## config.mk

```make
export PLATFORM = sky130hd
export DESIGN_NAME = lfsr_de_bruijn_generator
export DESIGN_NICKNAME = d
export VERILOG_FILES = /design/src/lfsrdb_pkg.sv /design/src/lfsr_de_bruijn_generator.sv /design/src/lfsrdb_cfg.sv /design/src/lfsrdb_core.sv
export SDC_FILE = /design/constraint.sdc
export NUM_CORES = 1
export LEC_CHECK = 0
export BUFFER_PORTS_ARGS = -buffer_cell sky130_fd_sc_hd__buf_2
export CORE_MARGIN = 3
export CORE_UTILIZATION = 55
export CTS_CLUSTER_DIAMETER = 150
export DETAILED_ROUTE_END_ITERATION = 10
export PLACE_DENSITY = 0.76
export SETUP_SLACK_MARGIN = 0.15
export SLEW_MARGIN = 10
export SYNTH_ARGS = -nofsm -noshare
export SYNTH_HDL_FRONTEND = slang
export SYNTH_SLANG_ARGS = --single-unit
```

## constraint.sdc

```tcl
create_clock -name clk -period 4.9 [get_ports clk]
set_clock_uncertainty 0.15 [all_clocks]
set_input_delay 0.245 -clock clk [delete_from_list [all_inputs] [get_ports clk]]
set_output_delay 0.245 -clock clk [all_outputs]
set_load 0.01 [all_outputs]
```

## src/lfsrdb_pkg.sv

```systemverilog
// Package with the shared types and constants of the LFSR de Bruijn string generator.
package lfsrdb_pkg;

    localparam int OrderWidth    = 5;
    localparam int TapMaskWidth  = 17;
    localparam int CfgIndexWidth = 1;
    localparam int CfgDataWidth  = 17;

    localparam logic [CfgIndexWidth-1:0] RegOrder   = 1'b0;
    localparam logic [CfgIndexWidth-1:0] RegTapMask = 1'b1;

    localparam logic [OrderWidth-1:0]   OrderReset   = 5'd5;
    localparam logic [TapMaskWidth-1:0] TapMaskReset = 17'd37;

    typedef struct packed {
        logic [OrderWidth-1:0]   order;
        logic [TapMaskWidth-1:0] tap_mask;
    } cfg_t;

    typedef struct packed {
        logic seq_bit;
        logic final_bit;
        logic idle;
    } result_t;

endpackage

```

## src/lfsr_de_bruijn_generator.sv

```systemverilog
// Top level of the LFSR de Bruijn string generator with its stream ports.
// Each accepted input transaction produces exactly one output transaction carrying the next
// bit of a linear de Bruijn string of order n (2^n + n - 1 bits, the first one emitted as 0
// and the last one marked by tlast); ticks after the end report idle in tuser until a
// transaction with restart set begins a new string. One transaction is accepted every clock
// cycle while the output side keeps taking results; each one passes through the input
// register and then the result register, with the tap parity computed between them.
// The order and tap mask are written through the configuration port; the user must write them while no
// transaction is in flight, as the block does not enforce it, and they take effect on the next tick.
module lfsr_de_bruijn_generator #(
    parameter int MAX_ORDER = 16
) (
    input  logic                                 clk,
    input  logic                                 rst_n,
    input  logic                                 s_axis_tvalid,
    output logic                                 s_axis_tready,
    input  logic [7:0]                           s_axis_tdata,   // [0] restart
    output logic                                 m_axis_tvalid,
    input  logic                                 m_axis_tready,
    output logic [7:0]                           m_axis_tdata,   // [0] seq_bit
    output logic                                 m_axis_tlast,
    output logic                                 m_axis_tuser,   // [0] idle
    input  logic                                 cfg_valid,
    output logic                                 cfg_ready,
    input  logic [lfsrdb_pkg::CfgIndexWidth-1:0] cfg_index,
    input  logic [lfsrdb_pkg::CfgDataWidth-1:0]  cfg_data
);
    import lfsrdb_pkg::*;

    cfg_t    cfg;
    result_t result;

    logic in_valid_reg;
    logic in_restart_reg;
    logic out_valid_reg;
    logic out_seq_bit_reg;
    logic out_final_reg;
    logic out_idle_reg;
    logic advance;
    logic take_in;

    assign advance       = in_valid_reg && (!out_valid_reg || m_axis_tready);
    assign s_axis_tready = !in_valid_reg || advance;
    assign take_in       = s_axis_tvalid && s_axis_tready;

    lfsrdb_cfg u_cfg (
        .clk       (clk),
        .rst_n     (rst_n),
        .cfg_valid (cfg_valid),
        .cfg_ready (cfg_ready),
        .cfg_index (cfg_index),
        .cfg_data  (cfg_data),
        .cfg       (cfg)
    );

    lfsrdb_core #(
        .MAX_ORDER (MAX_ORDER)
    ) u_core (
        .clk     (clk),
        .rst_n   (rst_n),
        .step    (advance),
        .restart (in_restart_reg),
        .cfg     (cfg),
        .result  (result)
    );

    always_ff @(posedge clk or negedge rst_n)
    begin
        if (!rst_n)
        begin
            in_valid_reg  <= 1'b0;
            out_valid_reg <= 1'b0;
        end
        else
        begin
            if (take_in)
                in_valid_reg <= 1'b1;
            else if (advance)
                in_valid_reg <= 1'b0;

            if (advance)
                out_valid_reg <= 1'b1;
            else if (m_axis_tready)
                out_valid_reg <= 1'b0;
        end
    end

    always_ff @(posedge clk)
    begin
        if (take_in)
            in_restart_reg <= s_axis_tdata[0];
        if (advance)
        begin
            out_seq_bit_reg <= result.seq_bit;
            out_final_reg   <= result.final_bit;
            out_idle_reg    <= result.idle;
        end
    end

    assign m_axis_tvalid = out_valid_reg;
    assign m_axis_tdata  = {7'b0, out_seq_bit_reg};
    assign m_axis_tlast  = out_final_reg;
    assign m_axis_tuser  = out_idle_reg;

endmodule

```

## src/lfsrdb_cfg.sv

```systemverilog
// Configuration registers of the LFSR de Bruijn string generator.
module lfsrdb_cfg (
    input  logic                                clk,
    input  logic                                rst_n,
    input  logic                                cfg_valid,
    output logic                                cfg_ready,
    input  logic [lfsrdb_pkg::CfgIndexWidth-1:0] cfg_index,
    input  logic [lfsrdb_pkg::CfgDataWidth-1:0]  cfg_data,
    output lfsrdb_pkg::cfg_t                    cfg
);
    import lfsrdb_pkg::*;

    logic [OrderWidth-1:0]   order_reg;
    logic [TapMaskWidth-1:0] tap_mask_reg;

    assign cfg_ready = 1'b1;

    always_ff @(posedge clk or negedge rst_n)
    begin
        if (!rst_n)
        begin
            order_reg    <= OrderReset;
            tap_mask_reg <= TapMaskReset;
        end
        else if (cfg_valid && cfg_ready)
        begin
            case (cfg_index)
                RegOrder:   order_reg    <= cfg_data[OrderWidth-1:0];
                RegTapMask: tap_mask_reg <= cfg_data[TapMaskWidth-1:0];
                default:    ;
            endcase
        end
    end

    assign cfg.order    = order_reg;
    assign cfg.tap_mask = tap_mask_reg;

endmodule

```

## src/lfsrdb_core.sv

```systemverilog
// String state and next-bit logic of the LFSR de Bruijn string generator.
module lfsrdb_core #(
    parameter int MAX_ORDER = 16
) (
    input  logic                 clk,
    input  logic                 rst_n,
    input  logic                 step,
    input  logic                 restart,
    input  lfsrdb_pkg::cfg_t     cfg,
    output lfsrdb_pkg::result_t  result
);
    import lfsrdb_pkg::*;

    localparam int OrdW = $clog2(MAX_ORDER + 1);
    localparam int PosW = MAX_ORDER + 1;
    localparam int TapBits = TapMaskWidth - 1;

    logic [MAX_ORDER-1:0] history_reg;
    logic [MAX_ORDER-1:0] history_next;
    logic [PosW-1:0]      position_reg;
    logic [PosW-1:0]      position_next;
    logic                 active_reg;
    logic                 active_next;

    logic [OrdW-1:0]      n_eff;
    logic [MAX_ORDER-1:0] taps;
    logic [MAX_ORDER-1:0] order_mask;
    logic [MAX_ORDER-1:0] hist_eff;
    logic [PosW-1:0]      pos_eff;
    logic                 act_eff;
    logic [PosW-1:0]      last_pos;
    logic                 reg_bit;
    logic                 fin;

    always_comb
    begin
        if (cfg.order == '0)
            n_eff = OrdW'(1);
        else if (32'(cfg.order) > MAX_ORDER)
            n_eff = OrdW'(MAX_ORDER);
        else
            n_eff = OrdW'(cfg.order);
    end

    for (genvar i = 0; i < MAX_ORDER; i++)
    begin : g_taps
        if (i < TapBits)
        begin : g_used
            assign taps[i] = cfg.tap_mask[i+1];
        end
        else
        begin : g_unused
            assign taps[i] = 1'b0;
        end
        assign order_mask[i] = (OrdW'(i) < n_eff);
    end

    assign hist_eff = restart ? '0 : history_reg;
    assign pos_eff  = restart ? '0 : position_reg;
    assign act_eff  = restart | active_reg;

    assign last_pos = (PosW'(1) << n_eff) + PosW'(n_eff) - PosW'(2);

    always_comb
    begin
        if (pos_eff < PosW'(n_eff))
            reg_bit = (pos_eff == '0);
        else
            reg_bit = ^(hist_eff & taps & order_mask);
    end

    assign fin = (pos_eff >= last_pos);

    always_comb
    begin
        history_next  = history_reg;
        position_next = position_reg;
        active_next   = active_reg;
        if (act_eff)
        begin
            history_next  = {hist_eff[MAX_ORDER-2:0], reg_bit};
            position_next = pos_eff + PosW'(1);
            active_next   = !fin;
        end
    end

    always_ff @(posedge clk or negedge rst_n)
    begin
        if (!rst_n)
        begin
            history_reg  <= '0;
            position_reg <= '0;
            active_reg   <= 1'b0;
        end
        else if (step)
        begin
            history_reg  <= history_next;
            position_reg <= position_next;
            active_reg   <= active_next;
        end
    end

    assign result.seq_bit   = act_eff && (pos_eff != '0) && reg_bit;
    assign result.final_bit = act_eff && fin;
    assign result.idle      = !act_eff;

endmodule
```

==> results.sh <==
export IMPL_root_buffer="clkbuf_8"
export IMPL_cellLeakagePower_nw=2.525
export IMPL_wl_mm=10.45
export IMPL_worstSkewPairLatency_ps=340
export IMPL_antenna_cells=0
export IMPL_fin_cells=701
export IMPL_fin_tns_setup_ps=0
export IMPL_wire_per_inst_um=14.90
export IMPL_use_met1=0.2920
export IMPL_cts_tree="built"
export IMPL_place_hpwl_mm=7.509
export IMPL_syn_mean_instance_area_sq_um=8.653
export IMPL_tightest_slew_ps=706.9
export IMPL_grt_pass1_vias=3820
export IMPL_numCtsBuffers=9
export IMPL_yosys_top_cells_area="dfrtp_1, ha_1, nand2_1"
export IMPL_powerDensity_nw_per_um2=331.0
export IMPL_r2r_start="u_cfg.order_reg[4]$_DFFE_PN0P_"
export IMPL_synth_edf_count=4
export IMPL_io_buffer_count=28
export IMPL_cts_sinks=61
export IMPL_rsz0062_at_grt="no"
export IMPL_first_pass_iters=5
export IMPL_fmax_mhz=219.2
export IMPL_ir_worst_vdd_mv=0.2939
export IMPL_largest_register_ffs=17
export IMPL_vias_per_cell=5.658
export IMPL_grt_usage=0.2192
export IMPL_start_util=0.5829
export IMPL_busiest_layer="met2"
export IMPL_area_growth_pct=17.79
export IMPL_ys_types=65
export IMPL_drc=0
export IMPL_cts_clk_slew_worst_paths_ps=80
export IMPL_gp_congestion=0.8590
export IMPL_critPathLaunch="u_cfg.order_reg[4]$_DFFE_PN0P_"
export IMPL_grt_pass1_wl_mm=17.52
export IMPL_ys_ff_latch=61
export IMPL_hold_class="input pin to flop"
export IMPL_die_area_sq_um=9537
export IMPL_pre_cts_ws_ps=42.99
export IMPL_grt_max_degree=58
export IMPL_met2_usage=0.3674
export IMPL_period_needed_ps=4562
export IMPL_hold_worst_slack_ps=5.513
export IMPL_die_w_um=97.66
export IMPL_vias=3966
export IMPL_use_met3=0.03877
export IMPL_dpl_cell_count=660
export IMPL_grt_antenna_before_repair=0
export IMPL_synth_top_area_frac=0.2870
export IMPL_htreeDepth=3
export IMPL_worst_setup_path_end_kind="flop"
export IMPL_critPathLaunchType="flop"
export IMPL_nNetsFinal=668
export IMPL_period_share=0.9309
export IMPL_num_rows=32
export IMPL_netlist_instances=534
export IMPL_synthArstFlopShare=0.9344
export IMPL_ys_flop_type="dfrtp_1"
export IMPL_critical_path_class="flop to flop"
export IMPL_fp_dieH_um=97.66
export IMPL_final_setup_worst_slack_ps=338.4
export IMPL_slew_violations=0
export IMPL_hold_viol=0
export IMPL_core_area_sq_um=7928
export IMPL_yosys_area_top_type="dfrtp_1"
export IMPL_crit_arrival_ps=4500
export IMPL_hp_start="cfg_data[1]"
export IMPL_status="finished clean"
export IMPL_worstPathMaxFanout=7
export IMPL_grt_overflow_total=0
export IMPL_synth_area_sq_um=4621
export IMPL_pin_count=44
export IMPL_final_util=0.6866
export IMPL_drtAntennaViolNets=0
export IMPL_cts_max_path_buffers=2
export IMPL_yosys_warnings=0
export IMPL_cp_required_ps=4840
export IMPL_drive_above_1_share=0.1870
export IMPL_setup_viol_count_final=0
export IMPL_drtIter0Drc=120
export IMPL_yosysSeqAreaShare=0.3358
export IMPL_max_cap_violations=0
export IMPL_slew_limit_headroom=0.5287
==> per-stage QoR <==
stage / power, W / cell area, sq um
2_1_floorplan: 0.001073 / 4657
3_3_place_gp: 0.001203 / 4900
3_5_place_dp: 0.001227 / 4900
4_1_cts: 0.001759 / 5338
5_1_grt: 0.001919 / 5443
6_report: 0.001802 / 5443
==> worst max-delay path, stage by stage, from the launching register on <==
cell and delay (ps):
dfrtp_2 500, inv_4 110, and3_1 180, nand2_1 60
ha_1 260, inv_1 40, ha_1 330, a21oi_2 190
o21ai_2 70, a211o_1 330, a211o_1 280, a21o_1 170
a21oi_2 130, xor2_1 160, ha_1 270, nand2_2 80
nor2_1 70, a221o_1 290, a21o_1 190, a221oi_4 340
a21oi_1 110
==> path summary, 6_finish.rpt <==
check                                                      to  slack (ps)  depth (start not counted)
min reg2reg                u_core.history_reg[15]$_DFFE_PN0P_         350                          2
max                                    m_axis_tlast$_DFFE_PP_         340                         20
min                         u_cfg.tap_mask_reg[1]$_DFFE_PN0P_           6                          2
max in group asynchronous      u_cfg.order_reg[1]$_DFFE_PN0P_        3660                          3
min in group asynchronous  u_core.position_reg[4]$_DFFE_PN0P_         410                          3
max reg2reg                            m_axis_tlast$_DFFE_PP_         340                         20
==> cell type report <==
cell class | count | area, sq um
timing repair buffer | 68 | 491.7
tap | 102 | 127.6
inverter | 31 | 118.9
sequential | 61 | 1555
clock inverter | 6 | 86.33
clock buffer | 10 | 137.6
fill | 610 | 2485
multi-input combinational | 423 | 2925
==> Yosys cell counts, types with 7 or more instances <==
master,count
nand2_1,91
dfrtp_1,53
ha_1,42
o21ai_0,35
inv_1,30
nor2_1,26
nor2b_1,25
a21oi_1,22
xor2_1,19
mux2_2,18
nand3_1,16
clkbuf_1,14
o21a_1,12
xnor2_1,12
buf_4,9
a21o_1,7
==> metal layers <==
metal	vias up	routed length, um
met3	13	334
met5	-	0
met4	0	146
li1	1975	-
met2	70	5139
met1	1908	4825
==> power breakdown <==
group | switching, W | leakage, nW | internal (W)
clock network | 0.000211 | 0.112 | 0.000299
registers | 0.0000531 | 0.762 | 0.000562
logic | 0.000360 | 1.65 | 0.000317
total | 0.000623 | 2.53 | 0.00118
==> cell families (layout without fill, tap and decap cells) <==
group | Yosys count | in the layout | synth area share
compound gates | 112 | 112 | 0.1571
xor+xnor | 32 | 32 | 0.06363
fa+ha+maj | 43 | 43 | 0.1181
buf+inv | 57 | 115 | 0.05551
flops | 61 | 61 | 0.3358
mux | 20 | 20 | 0.04820
other cells | 2 | 9 | 0.001625
simple gates | 207 | 207 | 0.2201
==> cells in the final DEF (no fill, tap or decap), types with 10 or more instances in the layout <==
cell type      netlist  layout
nand2_1             91      90
dfrtp_1             53      50
ha_1                42      41
o21ai_0             35      32
inv_1               30      29
buf_2                1      28
nor2_1              26      26
nor2b_1             25      24
buf_4                9      20
xor2_1              19      19
a21oi_1             22      19
dlygate4sd3_1        0      19
mux2_2              18      18
nand3_1             16      16
o21a_1              12      12
xnor2_1             12      12
clkbuf_8             0      10
==> timing repair <==
item,CTS,global route
endpoints found under the hold margin,71,1
setup endpoints to repair,2,2
hold buffers,18,1
pin swaps,2,13
setup buffers,1,5
resized for setup,4,18
Note: power is estimated with default switching activity, not from simulation.
